**src/rtl/bbc_pkg.sv**
```systemverilog
`timescale 1ns / 1ps
// Shared types, constants and character decode for the bracket balance checker.
// No dependencies.
package bbc_pkg;

    localparam int STACK_DEPTH = 64;
    localparam int DEPTH_W     = $clog2(STACK_DEPTH + 1);

    localparam logic [7:0] CH_OPEN_PAREN  = 8'h28;
    localparam logic [7:0] CH_OPEN_BRACE  = 8'h7B;
    localparam logic [7:0] CH_OPEN_ANGLE  = 8'h3C;
    localparam logic [7:0] CH_OPEN_SQUARE = 8'h5B;
    localparam logic [7:0] CH_CLOSE_PAREN  = 8'h29;
    localparam logic [7:0] CH_CLOSE_BRACE  = 8'h7D;
    localparam logic [7:0] CH_CLOSE_ANGLE  = 8'h3E;
    localparam logic [7:0] CH_CLOSE_SQUARE = 8'h5D;

    typedef logic [1:0] t_code;

    localparam t_code CODE_PAREN  = 2'd0;
    localparam t_code CODE_BRACE  = 2'd1;
    localparam t_code CODE_ANGLE  = 2'd2;
    localparam t_code CODE_SQUARE = 2'd3;

    typedef enum logic [1:0] {
        OP_HOLD,
        OP_PUSH,
        OP_POP
    } t_stack_op;

    typedef enum logic [2:0] {
        ERR_NONE     = 3'd0,
        ERR_MISMATCH = 3'd1,
        ERR_EMPTY    = 3'd2,
        ERR_UNCLOSED = 3'd3,
        ERR_OVERFLOW = 3'd4
    } t_err;

    typedef struct packed {
        logic  is_open;
        logic  is_close;
        t_code code;
    } t_bracket;

    function automatic t_bracket decode_char(input logic [7:0] c);
        t_bracket b;
        b = '{is_open: 1'b0, is_close: 1'b0, code: CODE_PAREN};
        unique case (c)
            CH_OPEN_PAREN:   b = '{is_open: 1'b1, is_close: 1'b0, code: CODE_PAREN};
            CH_OPEN_BRACE:   b = '{is_open: 1'b1, is_close: 1'b0, code: CODE_BRACE};
            CH_OPEN_ANGLE:   b = '{is_open: 1'b1, is_close: 1'b0, code: CODE_ANGLE};
            CH_OPEN_SQUARE:  b = '{is_open: 1'b1, is_close: 1'b0, code: CODE_SQUARE};
            CH_CLOSE_PAREN:  b = '{is_open: 1'b0, is_close: 1'b1, code: CODE_PAREN};
            CH_CLOSE_BRACE:  b = '{is_open: 1'b0, is_close: 1'b1, code: CODE_BRACE};
            CH_CLOSE_ANGLE:  b = '{is_open: 1'b0, is_close: 1'b1, code: CODE_ANGLE};
            CH_CLOSE_SQUARE: b = '{is_open: 1'b0, is_close: 1'b1, code: CODE_SQUARE};
            default:         b = '{is_open: 1'b0, is_close: 1'b0, code: CODE_PAREN};
        endcase
        return b;
    endfunction

endpackage

```
**src/rtl/bbc_cell.sv**
```systemverilog
`timescale 1ns / 1ps
// One stack cell: holds a bracket type code and shifts with its neighbors.
// Depends on bbc_pkg.
module bbc_cell
    import bbc_pkg::*;
(
    input  logic      i_clk,
    input  t_stack_op i_op,
    input  t_code     i_from_up,
    input  t_code     i_from_down,
    output t_code     o_code
);

    t_code r_code;
    t_code n_code;

    always_comb begin
        unique case (i_op)
            OP_PUSH: n_code = i_from_up;
            OP_POP:  n_code = i_from_down;
            default: n_code = r_code;
        endcase
    end

    always_ff @(posedge i_clk) begin
        r_code <= n_code;
    end

    assign o_code = r_code;

endmodule

```
**src/rtl/bbc_stack.sv**
```systemverilog
`timescale 1ns / 1ps
// Shift-register stack built as a row of bbc_cell; cell 0 is the top.
// Depends on bbc_pkg and bbc_cell.
module bbc_stack
    import bbc_pkg::*;
(
    input  logic      i_clk,
    input  t_stack_op i_op,
    input  t_code     i_push_code,
    output t_code     o_top_code
);

    t_code w_code [STACK_DEPTH];

    for (genvar g = 0; g < STACK_DEPTH; g++) begin : g_cell
        t_code w_up;
        t_code w_down;

        if (g == 0) begin : g_top
            assign w_up = i_push_code;
        end else begin : g_mid_up
            assign w_up = w_code[g-1];
        end

        // the bottom cell refills with don't-care data on a pop
        if (g == STACK_DEPTH - 1) begin : g_bottom
            assign w_down = CODE_PAREN;
        end else begin : g_mid_down
            assign w_down = w_code[g+1];
        end

        bbc_cell u_cell (
            .i_clk       (i_clk),
            .i_op        (i_op),
            .i_from_up   (w_up),
            .i_from_down (w_down),
            .o_code      (w_code[g])
        );
    end

    assign o_top_code = w_code[0];

endmodule

```
**config.mk**
```make
export PLATFORM = sky130hd
export DESIGN_NAME = bbc_stack
export DESIGN_NICKNAME = d
export VERILOG_FILES = /design/src/rtl/bbc_pkg.sv /design/src/rtl/bbc_cell.sv /design/src/rtl/bbc_stack.sv
export SDC_FILE = /design/constraint.sdc
export NUM_CORES = 1
export LEC_CHECK = 0
export ABC_AREA = 1
export BUFFER_PORTS_ARGS = -buffer_cell sky130_fd_sc_hd__buf_4
export CAP_MARGIN = 30
export CORE_UTILIZATION = 55
export DETAILED_ROUTE_END_ITERATION = 6
export GPL_TIMING_DRIVEN = 0
export PLACE_DENSITY = 0.82
export SLEW_MARGIN = 15
export SYNTH_ARGS = -nofsm -noshare
export SYNTH_HDL_FRONTEND = slang
export SYNTH_HIERARCHICAL = 1
export SYNTH_SLANG_ARGS = --single-unit
```
**constraint.sdc**
```tcl
create_clock -name i_clk -period 1.18 [get_ports i_clk]
set_input_delay 0.236 -clock i_clk [delete_from_list [all_inputs] [get_ports i_clk]]
set_output_delay 0.236 -clock i_clk [all_outputs]
set_load 0.1 [all_outputs]
```
After elaboration in Yosys (flattened, before gate mapping)

Cells that the tools add are included.

Equality and inequality tests: 2
Multiplexer cells: 64
Reduce and logical (&&, ||, !) cells: 1

Operator list:

| operator                                                        | number |
|---|---|
| 2-bit case mux with 2 select lines                              | 64 |
| 2-bit by 1-bit == test with 1-bit output, second input constant | 1 |
| 2-bit == test, second input constant                            | 1 |
| 2-bit nonzero test                                              | 1 |

Input port bits: 5
Flip-flop bits (word level): 128
Output and inout port bits: 2

Longest topological paths before layout

Gate-level depths: netlist of run 1.

Word-level depth: 2
Mapped depth: 5
Gate-level depth less buffers: 5

Hierarchy

Netlist of run 1, hierarchy kept.

Modules (own cells, without submodules):

| module    | instances | area an instance (um^2) | cells each |
|---|---|---|---|
| bbc_cell  | 64        | 106.4                   | 12 |
| bbc_stack | 1         | 3.8                     | 1 |

Least setup slack after synthesis of run 1

No wires, ideal clock.

Path kind: reg-to-reg
Start point: register g_cell[0].u_cell.r_code[0]
End point: register g_cell[1].u_cell.r_code[0], data pin
Path slack: -0.067 ns
Cell stages (with the launch flop): 3
Data arrival time: 0.990 ns
Buffers on the path: 0
Data required time: 0.923 ns
Setup time: 0.257 ns
Cells stage by stage: edfxtp_1 -> nand2_1 -> nand2_1

Word-level cells in the longest chain between the ends: 1

Ends and longest elaborated chain:

| item                               | line           | text |
|---|---|---|
| from (decl)                        | bbc_cell.sv:14 | `t_code r_code;` |
| from (signal assigned)             | bbc_cell.sv:26 | `r_code <= n_code;` |
| 2-bit case mux with 2 select lines | bbc_cell.sv:18 | `unique case (i_op)` |
| net g_cell[1].u_cell.n_code[0]     | bbc_cell.sv:15 | `t_code n_code;` |
| to (signal assigned)               | bbc_cell.sv:26 |  |
| to (decl)                          | bbc_cell.sv:14 |  |

The timed path passes the listed nets, and every way through them passes these cells.
A chain may end at the register's enable or synchronous reset.

Final worst setup path of run 1

Start point: register g_cell[0].u_cell.r_code[1]
End point: output o_top_code[1]

RTL lines:

| item      | line            | text |
|---|---|---|
| to (decl) | bbc_stack.sv:10 | `output t_code o_top_code` |

No word-level cell between the ends.

==> metrics.txt, run 1 <==
# TYPE chip_impl_metric gauge
chip_impl_metric{name="worstPathArrival",unit="ps"} 1030
chip_impl_metric{name="area_delta_synth_final",unit="%"} 12.8
chip_impl_metric{name="fin_hold_ws",unit="ps"} 94.5
chip_impl_info{name="hp-class",value="in -> reg"} 1
chip_impl_metric{name="syn-instance-count",unit=""} 769
chip_impl_info{name="timing_worst_setup_path_type",value="reg -> out"} 1
chip_impl_metric{name="worstMarginPinSlew",unit="ps"} 577
chip_impl_info{name="clk_root_buffer_cell",value="clkbuf_16"} 1
chip_impl_metric{name="max_freq",unit="MHz"} 790
chip_impl_metric{name="syn_area_per_cell",unit="um^2"} 8.86
chip_impl_info{name="worst_path_dominant_cell_family",value="flip-flops"} 1
chip_impl_metric{name="synth_seq_area_share",unit="%"} 56.4
chip_impl_metric{name="power_per_cell_area",unit="mW/mm^2"} 1640
chip_impl_metric{name="postLayoutSetupSlackWorst",unit="ps"} -85.9
chip_impl_info{name="synth.area.top_cells",value="edfxtp_1 (56%), nand2_1 (21%), ha_1 (12%), inv_1 (11%), conb_1 (0.055%)"} 1
chip_impl_metric{name="die-area",unit="mm^2"} 0.0128
chip_impl_metric{name="final_core_util",unit="%"} 63.7
chip_impl_metric{name="insertion_delay_to_the_later_sink_of_the_worst_skew_pair",unit="ps"} 410
chip_impl_metric{name="grt_pass1_wl",unit="mm"} 19.2
chip_impl_metric{name="gr-total-overflow",unit=""} 0
chip_impl_metric{name="std_cell_rows",unit=""} 40
chip_impl_metric{name="number_of_h_tree_levels",unit=""} 4
chip_impl_metric{name="final.fill_count",unit=""} 928
chip_impl_metric{name="postSynthRegisterBits",unit=""} 128
chip_impl_metric{name="max_cap_viol_count",unit=""} 0
chip_impl_metric{name="detail_route.wirelength",unit="mm"} 11.3
chip_impl_info{name="most_instantiated_flip_flop_cell_in_the_synthesis_netlist",value="edfxtp_1"} 1
chip_impl_metric{name="critical_path_buf_inv_count",unit=""} 1
chip_impl_metric{name="gp_routability_congestion",unit=""} 0.721
chip_impl_metric{name="antenna_cells",unit=""} 0
chip_impl_metric{name="drt_drc_violations_left",unit=""} 0
chip_impl_metric{name="cell_area_synth",unit="mm^2"} 0.00681
chip_impl_metric{name="grt_usage",unit="%"} 19.2
chip_impl_metric{name="worst_setup_hold_path_clk_slew",unit="ps"} 50
chip_impl_metric{name="drt_first_iter_violations",unit=""} 256
chip_impl_metric{name="worst_ep_required",unit="ps"} 940
chip_impl_metric{name="asyncSetResetFlopFracSynth",unit="%"} 0
chip_impl_metric{name="slew_viol_final",unit=""} 0
chip_impl_metric{name="grt_max_degree",unit=""} 65
chip_impl_info{name="run_status",value="complete, but fails checks"} 1
chip_impl_metric{name="final.setup_skew",unit="ps"} 5.23
chip_impl_metric{name="initial_antenna_violation_count",unit=""} 0
chip_impl_metric{name="p_leak",unit="nW"} 4.06
chip_impl_metric{name="die_height",unit="um"} 113
chip_impl_metric{name="drt-wirelength-per-cell",unit="um"} 11.6
chip_impl_metric{name="synth_top_area_share",unit="%"} 56.4
chip_impl_metric{name="design.final.nets",unit=""} 866
chip_impl_metric{name="design.portCount",unit=""} 7
chip_impl_info{name="setup_repair_after_global_routing_missed_its_margin",value="yes"} 1
chip_impl_metric{name="dpl_cell_area",unit="mm^2"} 0.00707
chip_impl_metric{name="path_max_fanout",unit=""} 2
chip_impl_metric{name="initial_core_util",unit="%"} 56.5
chip_impl_metric{name="relSlewSlack",unit="%"} 61.5
chip_impl_metric{name="clk_path_buf_depth",unit=""} 2
chip_impl_metric{name="tritoncts.num_buffers",unit=""} 17
chip_impl_metric{name="io_buffer_count",unit=""} 6
chip_impl_metric{name="hold_violations_final",unit=""} 0
chip_impl_metric{name="final.period_utilization",unit="%"} 107
chip_impl_metric{name="yosys_warning_total",unit=""} 6
chip_impl_metric{name="post_layout_inst_area",unit="mm^2"} 0.00768
chip_impl_metric{name="layout-drive-gt1-share",unit="%"} 4.20
chip_impl_metric{name="placeableCoreArea",unit="mm^2"} 0.0121
chip_impl_metric{name="die_w",unit="um"} 113
chip_impl_info{name="startpoint_type",value="flop"} 1
chip_impl_info{name="path_cells",value="buf_8"} 1
chip_impl_info{name="list_of_most_frequent_post_synthesis_cells",value="nand2_1 (384), inv_1 (192), edfxtp_1 (128), ha_1 (64), conb_1 (1)"} 1
chip_impl_metric{name="cts_sinks",unit=""} 128
chip_impl_info{name="cpMaxStageDelayCell",value="edfxtp_1"} 1
chip_impl_metric{name="antenna_left",unit=""} 0
chip_impl_info{name="library_cell_occupying_the_most_area_in_the_post_synthesis_netlist",value="edfxtp_1"} 1
chip_impl_metric{name="setup_viol_count_final",unit=""} 2
chip_impl_info{name="endpoint_class_of_the_critical_path",value="output pin"} 1
chip_impl_info{name="synth.most_common_cell",value="nand2_1"} 1
chip_impl_metric{name="ff2ff_setup_slack",unit="ps"} 250
chip_impl_metric{name="routed_via_density",unit=""} 4.68
chip_impl_metric{name="synth_enable_flop_cells",unit=""} 128
chip_impl_info{name="tritoncts_clock_tree",value="yes"} 1
chip_impl_metric{name="ir_drop",unit="mV"} 1.11
chip_impl_metric{name="drt_pass1_iterations",unit=""} 4
chip_impl_metric{name="via_count",unit=""} 4574
chip_impl_metric{name="vias_in_the_first_global_route",unit=""} 4592
chip_impl_metric{name="min_period",unit="ps"} 1270
chip_impl_metric{name="largest_register_ff_count",unit=""} 128
chip_impl_metric{name="cts_hold_buffers",unit=""} 0
chip_impl_metric{name="detailedPlacementHpwl",unit="mm"} 7.56
chip_impl_metric{name="synth.distinct_cells",unit=""} 5
chip_impl_metric{name="slowest_delay",unit="ps"} 420
chip_impl_info{name="violations",value="setup timing"} 1
==> metrics by stage <==
stage | power [mW] | std cells | setup slack (ps) | TNS (ps)
after detailed placement | 7.55 | 944 | -486 | -113820
after CTS | 12.7 | 977 | -96.2 | -184
after floorplan | 7.09 | 770 | -46.1 | -92.1
after global routing | 13.2 | 978 | -126 | -240
final | 12.6 | 978 | -85.9 | -171
after global placement | 7.46 | 944 | -477 | -114810
==> tightest hold or removal path: cells and delay by family <==
family                 cells  cell delay (ps)
AND/OR/NAND/NOR            2               80
buffers and inverters      1               70
==> report_power, final <==
group	internal [mW]	leakage [nW]	switching, mW
logic	0.470	2.52	0.875
clock network	3.26	0.273	1.82
registers	5.82	1.27	0.340
total	9.55	4.06	3.04
==> cells in the final DEF, fill, tap and decap left out <==
cell,netlist,final
nand2_1,384,384
inv_1,192,192
edfxtp_1,128,128
ha_1,64,64
clkbuf_16,0,17
clkinv_1,0,6
buf_4,0,4
clkinv_2,0,3
clkinvlp_4,0,3
bufinv_16,0,3
conb_1,1,2
buf_6,0,2
buf_8,0,2
==> timing repair <==
item / in CTS / in global routing
setup buffers: 1 / 1
endpoints found under the setup margin: 228 / 2
resized for setup: 5 / 1
==> cell type report <==
cell class | instances | area (um^2) | area share [%]
Sequential cell | 128 | 3840 | 50.0
Multi-Input combinational cell | 450 | 2250 | 29.3
Inverter | 192 | 721 | 9.38
Clock buffer | 17 | 425 | 5.54
Tap cell | 168 | 210 | 2.74
Clock inverter | 15 | 150 | 1.95
Timing Repair Buffer | 8 | 82.6 | 1.07
==> metal layers <==
| metal | share of wire (%) | track usage [%] |
|---|---|---|
| met1 | 45 | 22.9 |
| met2 | 51 | 34.2 |
| met3 | 2.7 | 4.34 |
| met4 | 1.5 | 7.11 |
| met5 | 0 | 0 |
==> final timing paths <==
check,end,cells past startpoint,start
max reg2reg,g_cell[1].u_cell/o_code[1],3,g_cell[0].u_cell/o_code[1]
max,o_top_code[1],1,g_cell[0].u_cell/o_code[1]
min,g_cell[0].u_cell/o_code[1],3,i_push_code[1]
min reg2reg,g_cell[62].u_cell/o_code[1],2,g_cell[63].u_cell/o_code[1]
==> cells by family (layout without fill, tap and decap cells) <==
kind of cell  Yosys count  in the layout  share of synthesized area, %
simple gates          384            384                          21.2
buf+inv               192            232                          10.6
fa+ha+maj              64             64                          11.8
flops                 128            128                          56.4
other cells             1              2                        0.0551
Power figures use the tool's default switching activity.
==> run 2, diff against run 1 <==
==> constraint.sdc (replaced) <==
create_clock -name i_clk -period 1.18 [get_ports i_clk]
set_input_delay 0.059 -clock i_clk [delete_from_list [all_inputs] [get_ports i_clk]]
set_output_delay 0.059 -clock i_clk [all_outputs]
set_load 0.1 [all_outputs]
==> run 2 against run 1 <==
The run now ends clean; core utilization shrank 0.11 points; via count grew 0.24%; largest cell class unchanged; final area shrank 0.18%; non-clock buffer count is the same; sequential cell count is the same; register-to-register slack gained 80 ps.
==> metrics.txt, run 2 (synthesized netlist as in run 1, its figures left out) <==
# TYPE chip_impl_metric gauge
chip_impl_metric{name="detail_route.wirelength",unit="mm"} 11.3
chip_impl_metric{name="antenna_cells",unit=""} 0
chip_impl_info{name="worst_path_dominant_cell_family",value="flip-flops"} 1
chip_impl_metric{name="placed_cells_incl_taps",unit=""} 944
chip_impl_metric{name="cts.repair_timing.setup_buffer_count",unit=""} 0
chip_impl_metric{name="max_freq",unit="MHz"} 900
chip_impl_metric{name="hold_violations_final",unit=""} 0
chip_impl_metric{name="internal-power",unit="mW"} 9.54
chip_impl_metric{name="min_period",unit="ps"} 1110
chip_impl_metric{name="die-area",unit="mm^2"} 0.0128
chip_impl_metric{name="worstPathArrival",unit="ps"} 1050
chip_impl_info{name="cpMaxStageDelayCell",value="edfxtp_1"} 1
chip_impl_metric{name="drt_drc_violations_left",unit=""} 0
chip_impl_metric{name="placeableCoreArea",unit="mm^2"} 0.0121
chip_impl_metric{name="io_buffer_count",unit=""} 6
chip_impl_metric{name="grt_max_degree",unit=""} 65
chip_impl_info{name="hp-class",value="in -> reg"} 1
chip_impl_metric{name="switching_share",unit="%"} 24.2
chip_impl_metric{name="antenna_left",unit=""} 0
chip_impl_metric{name="power.clock.fraction",unit="%"} 40.4
chip_impl_metric{name="worstMarginPinSlew",unit="ps"} 715
chip_impl_metric{name="layout-drive-gt1-share",unit="%"} 3.95
chip_impl_metric{name="net-switching-power",unit="mW"} 3.04
chip_impl_info{name="path_cells",value="buf_4"} 1
chip_impl_metric{name="via_count",unit=""} 4585
chip_impl_metric{name="gp_routability_congestion",unit=""} 0.721
chip_impl_info{name="endpoint_class_of_the_critical_path",value="output pin"} 1
chip_impl_metric{name="routed_via_density",unit=""} 4.69
chip_impl_metric{name="initial_antenna_violation_count",unit=""} 0
chip_impl_metric{name="insertion_delay_to_the_later_sink_of_the_worst_skew_pair",unit="ps"} 410
chip_impl_metric{name="final-instance-count-excl-fill",unit=""} 978
chip_impl_metric{name="drt-wirelength-per-cell",unit="um"} 11.6
chip_impl_metric{name="number_of_h_tree_levels",unit=""} 4
chip_impl_metric{name="post-layout-total-power",unit="mW"} 12.6
chip_impl_metric{name="gr-total-overflow",unit=""} 0
chip_impl_metric{name="drt_first_iter_violations",unit=""} 249
chip_impl_info{name="startpoint_type",value="flop"} 1
chip_impl_info{name="run_status",value="finished clean"} 1
chip_impl_metric{name="p_leak",unit="nW"} 4.05
chip_impl_metric{name="tritoncts.num_buffers",unit=""} 17
chip_impl_metric{name="power.share.sequential",unit="%"} 49.0
chip_impl_metric{name="path_max_fanout",unit=""} 2
chip_impl_info{name="setup_repair_after_global_routing_missed_its_margin",value="no"} 1
chip_impl_metric{name="setup_viol_count_final",unit=""} 0
chip_impl_metric{name="std_cell_rows",unit=""} 40
chip_impl_metric{name="grt_usage",unit="%"} 19.3
chip_impl_metric{name="critical_path_buf_inv_count",unit=""} 1
chip_impl_info{name="clk_root_buffer_cell",value="clkbuf_16"} 1
chip_impl_metric{name="slew_viol_final",unit=""} 0
chip_impl_info{name="timing_worst_setup_path_type",value="reg -> out"} 1
chip_impl_metric{name="post_layout_inst_area",unit="mm^2"} 0.00767
chip_impl_metric{name="worst_ep_required",unit="ps"} 1120
chip_impl_metric{name="comb_power_share",unit="%"} 10.6
chip_impl_metric{name="final.fill_count",unit=""} 931
chip_impl_metric{name="final.period_utilization",unit="%"} 94.2
chip_impl_metric{name="cts_sinks",unit=""} 128
chip_impl_metric{name="max_cap_viol_count",unit=""} 0
chip_impl_metric{name="power_per_cell_area",unit="mW/mm^2"} 1640
chip_impl_metric{name="design.portCount",unit=""} 7
chip_impl_metric{name="design.final.nets",unit=""} 866
chip_impl_metric{name="detailedPlacementHpwl",unit="mm"} 7.56
chip_impl_metric{name="clk_path_buf_depth",unit=""} 2
chip_impl_metric{name="initial_core_util",unit="%"} 56.5
chip_impl_metric{name="drt_pass1_iterations",unit=""} 4
chip_impl_info{name="mostFrequentLayoutCell",value="nand2_1"} 1
chip_impl_metric{name="dpl_cell_area",unit="mm^2"} 0.00707
chip_impl_metric{name="final.setup_skew",unit="ps"} 5.30
chip_impl_metric{name="largest_register_ff_count",unit=""} 128
chip_impl_metric{name="relSlewSlack",unit="%"} 52.4
chip_impl_info{name="layout.cells.most_common_list",value="nand2_1 (384), inv_1 (192), edfxtp_1 (128)"} 1
chip_impl_metric{name="die_height",unit="um"} 113
chip_impl_metric{name="worst_setup_hold_path_clk_slew",unit="ps"} 50
chip_impl_metric{name="slowest_delay",unit="ps"} 350
chip_impl_metric{name="area_delta_synth_final",unit="%"} 12.6
chip_impl_metric{name="ir_drop",unit="mV"} 1.11
chip_impl_info{name="tritoncts_clock_tree",value="yes"} 1
chip_impl_metric{name="die_w",unit="um"} 113
chip_impl_metric{name="vias_in_the_first_global_route",unit=""} 4599
chip_impl_metric{name="grt_pass1_wl",unit="mm"} 19.3
run 2: cell count changes in the layout (fill, tap and decap cells not counted), sizes merged:
| cell | before | now |
|---|---|---|
| dlygate4sd3 | 0 | 2 |
| buf | 8 | 6 |
run 2: worst reg2reg max path, cell delays in order (launching register included):
cell,delay [ps]
edfxtp_1,430
nand2_1,120
nand2_1,50
run 2: cell type report:
| type | count | area, um^2 | area share (%) |
|---|---|---|---|
| Timing Repair Buffer | 8 | 68.8 | 0.897 |
| Inverter | 192 | 721 | 9.40 |
| Clock buffer | 17 | 425 | 5.55 |
| Clock inverter | 15 | 150 | 1.96 |
| Multi-Input combinational cell | 450 | 2250 | 29.3 |
| Tap cell | 168 | 210 | 2.74 |
| Sequential cell | 128 | 3840 | 50.1 |
run 2: per-layer routing:
metal / track usage [%] / vias to the layer above / routed length (um)
met3: 4.39 / 18 / 311
li1: - / 2387 / -
met4: 7.37 / 0 / 170
met5: 0 / - / 0
met1: 22.8 / 2122 / 5090
met2: 34.3 / 58 / 5760
run 2: worst paths after layout:
check / startpoint / endpoint / slack [ps] / cells after the start
worst max-delay path: g_cell[0].u_cell/o_code[1] / o_top_code[1] / 70 / 1
worst min-delay path: i_op[1] / g_cell[54].u_cell/o_code[1] / 440 / 3
worst min register to register: g_cell[63].u_cell/o_code[1] / g_cell[62].u_cell/o_code[1] / 530 / 2
worst max register to register: g_cell[23].u_cell/o_code[1] / g_cell[24].u_cell/o_code[1] / 330 / 2
run 2: through the flow:
step	setup slack (ps)	setup TNS, ps	utilization (%)	hold slack (ps)
floorplan	-46.1	-92.1	-	238
global placement	-300	-69490	58.6	327
detailed placement	-309	-68510	58.6	330
CTS	49.4	0	63.5	448
global route	5.52	0	63.6	492
finish	68.3	0	63.6	440
run 2: timing repair:
action                                  4_1_cts  5_1_grt
hold endpoints to repair                      2        0
hold buffers                                  2        0
gates resized for setup                       0        1
endpoints found under the setup margin        0        1
run 2: power by group through the flow:
stage	Sequential, mW	Clock (mW)	Combinational (mW)
global route	6.22	5.36	1.56
CTS	6.16	5.15	1.34
floorplan	6.15	0	0.939
detailed placement	6.25	0	1.30
finish	6.16	5.08	1.33
global placement	6.23	0	1.23
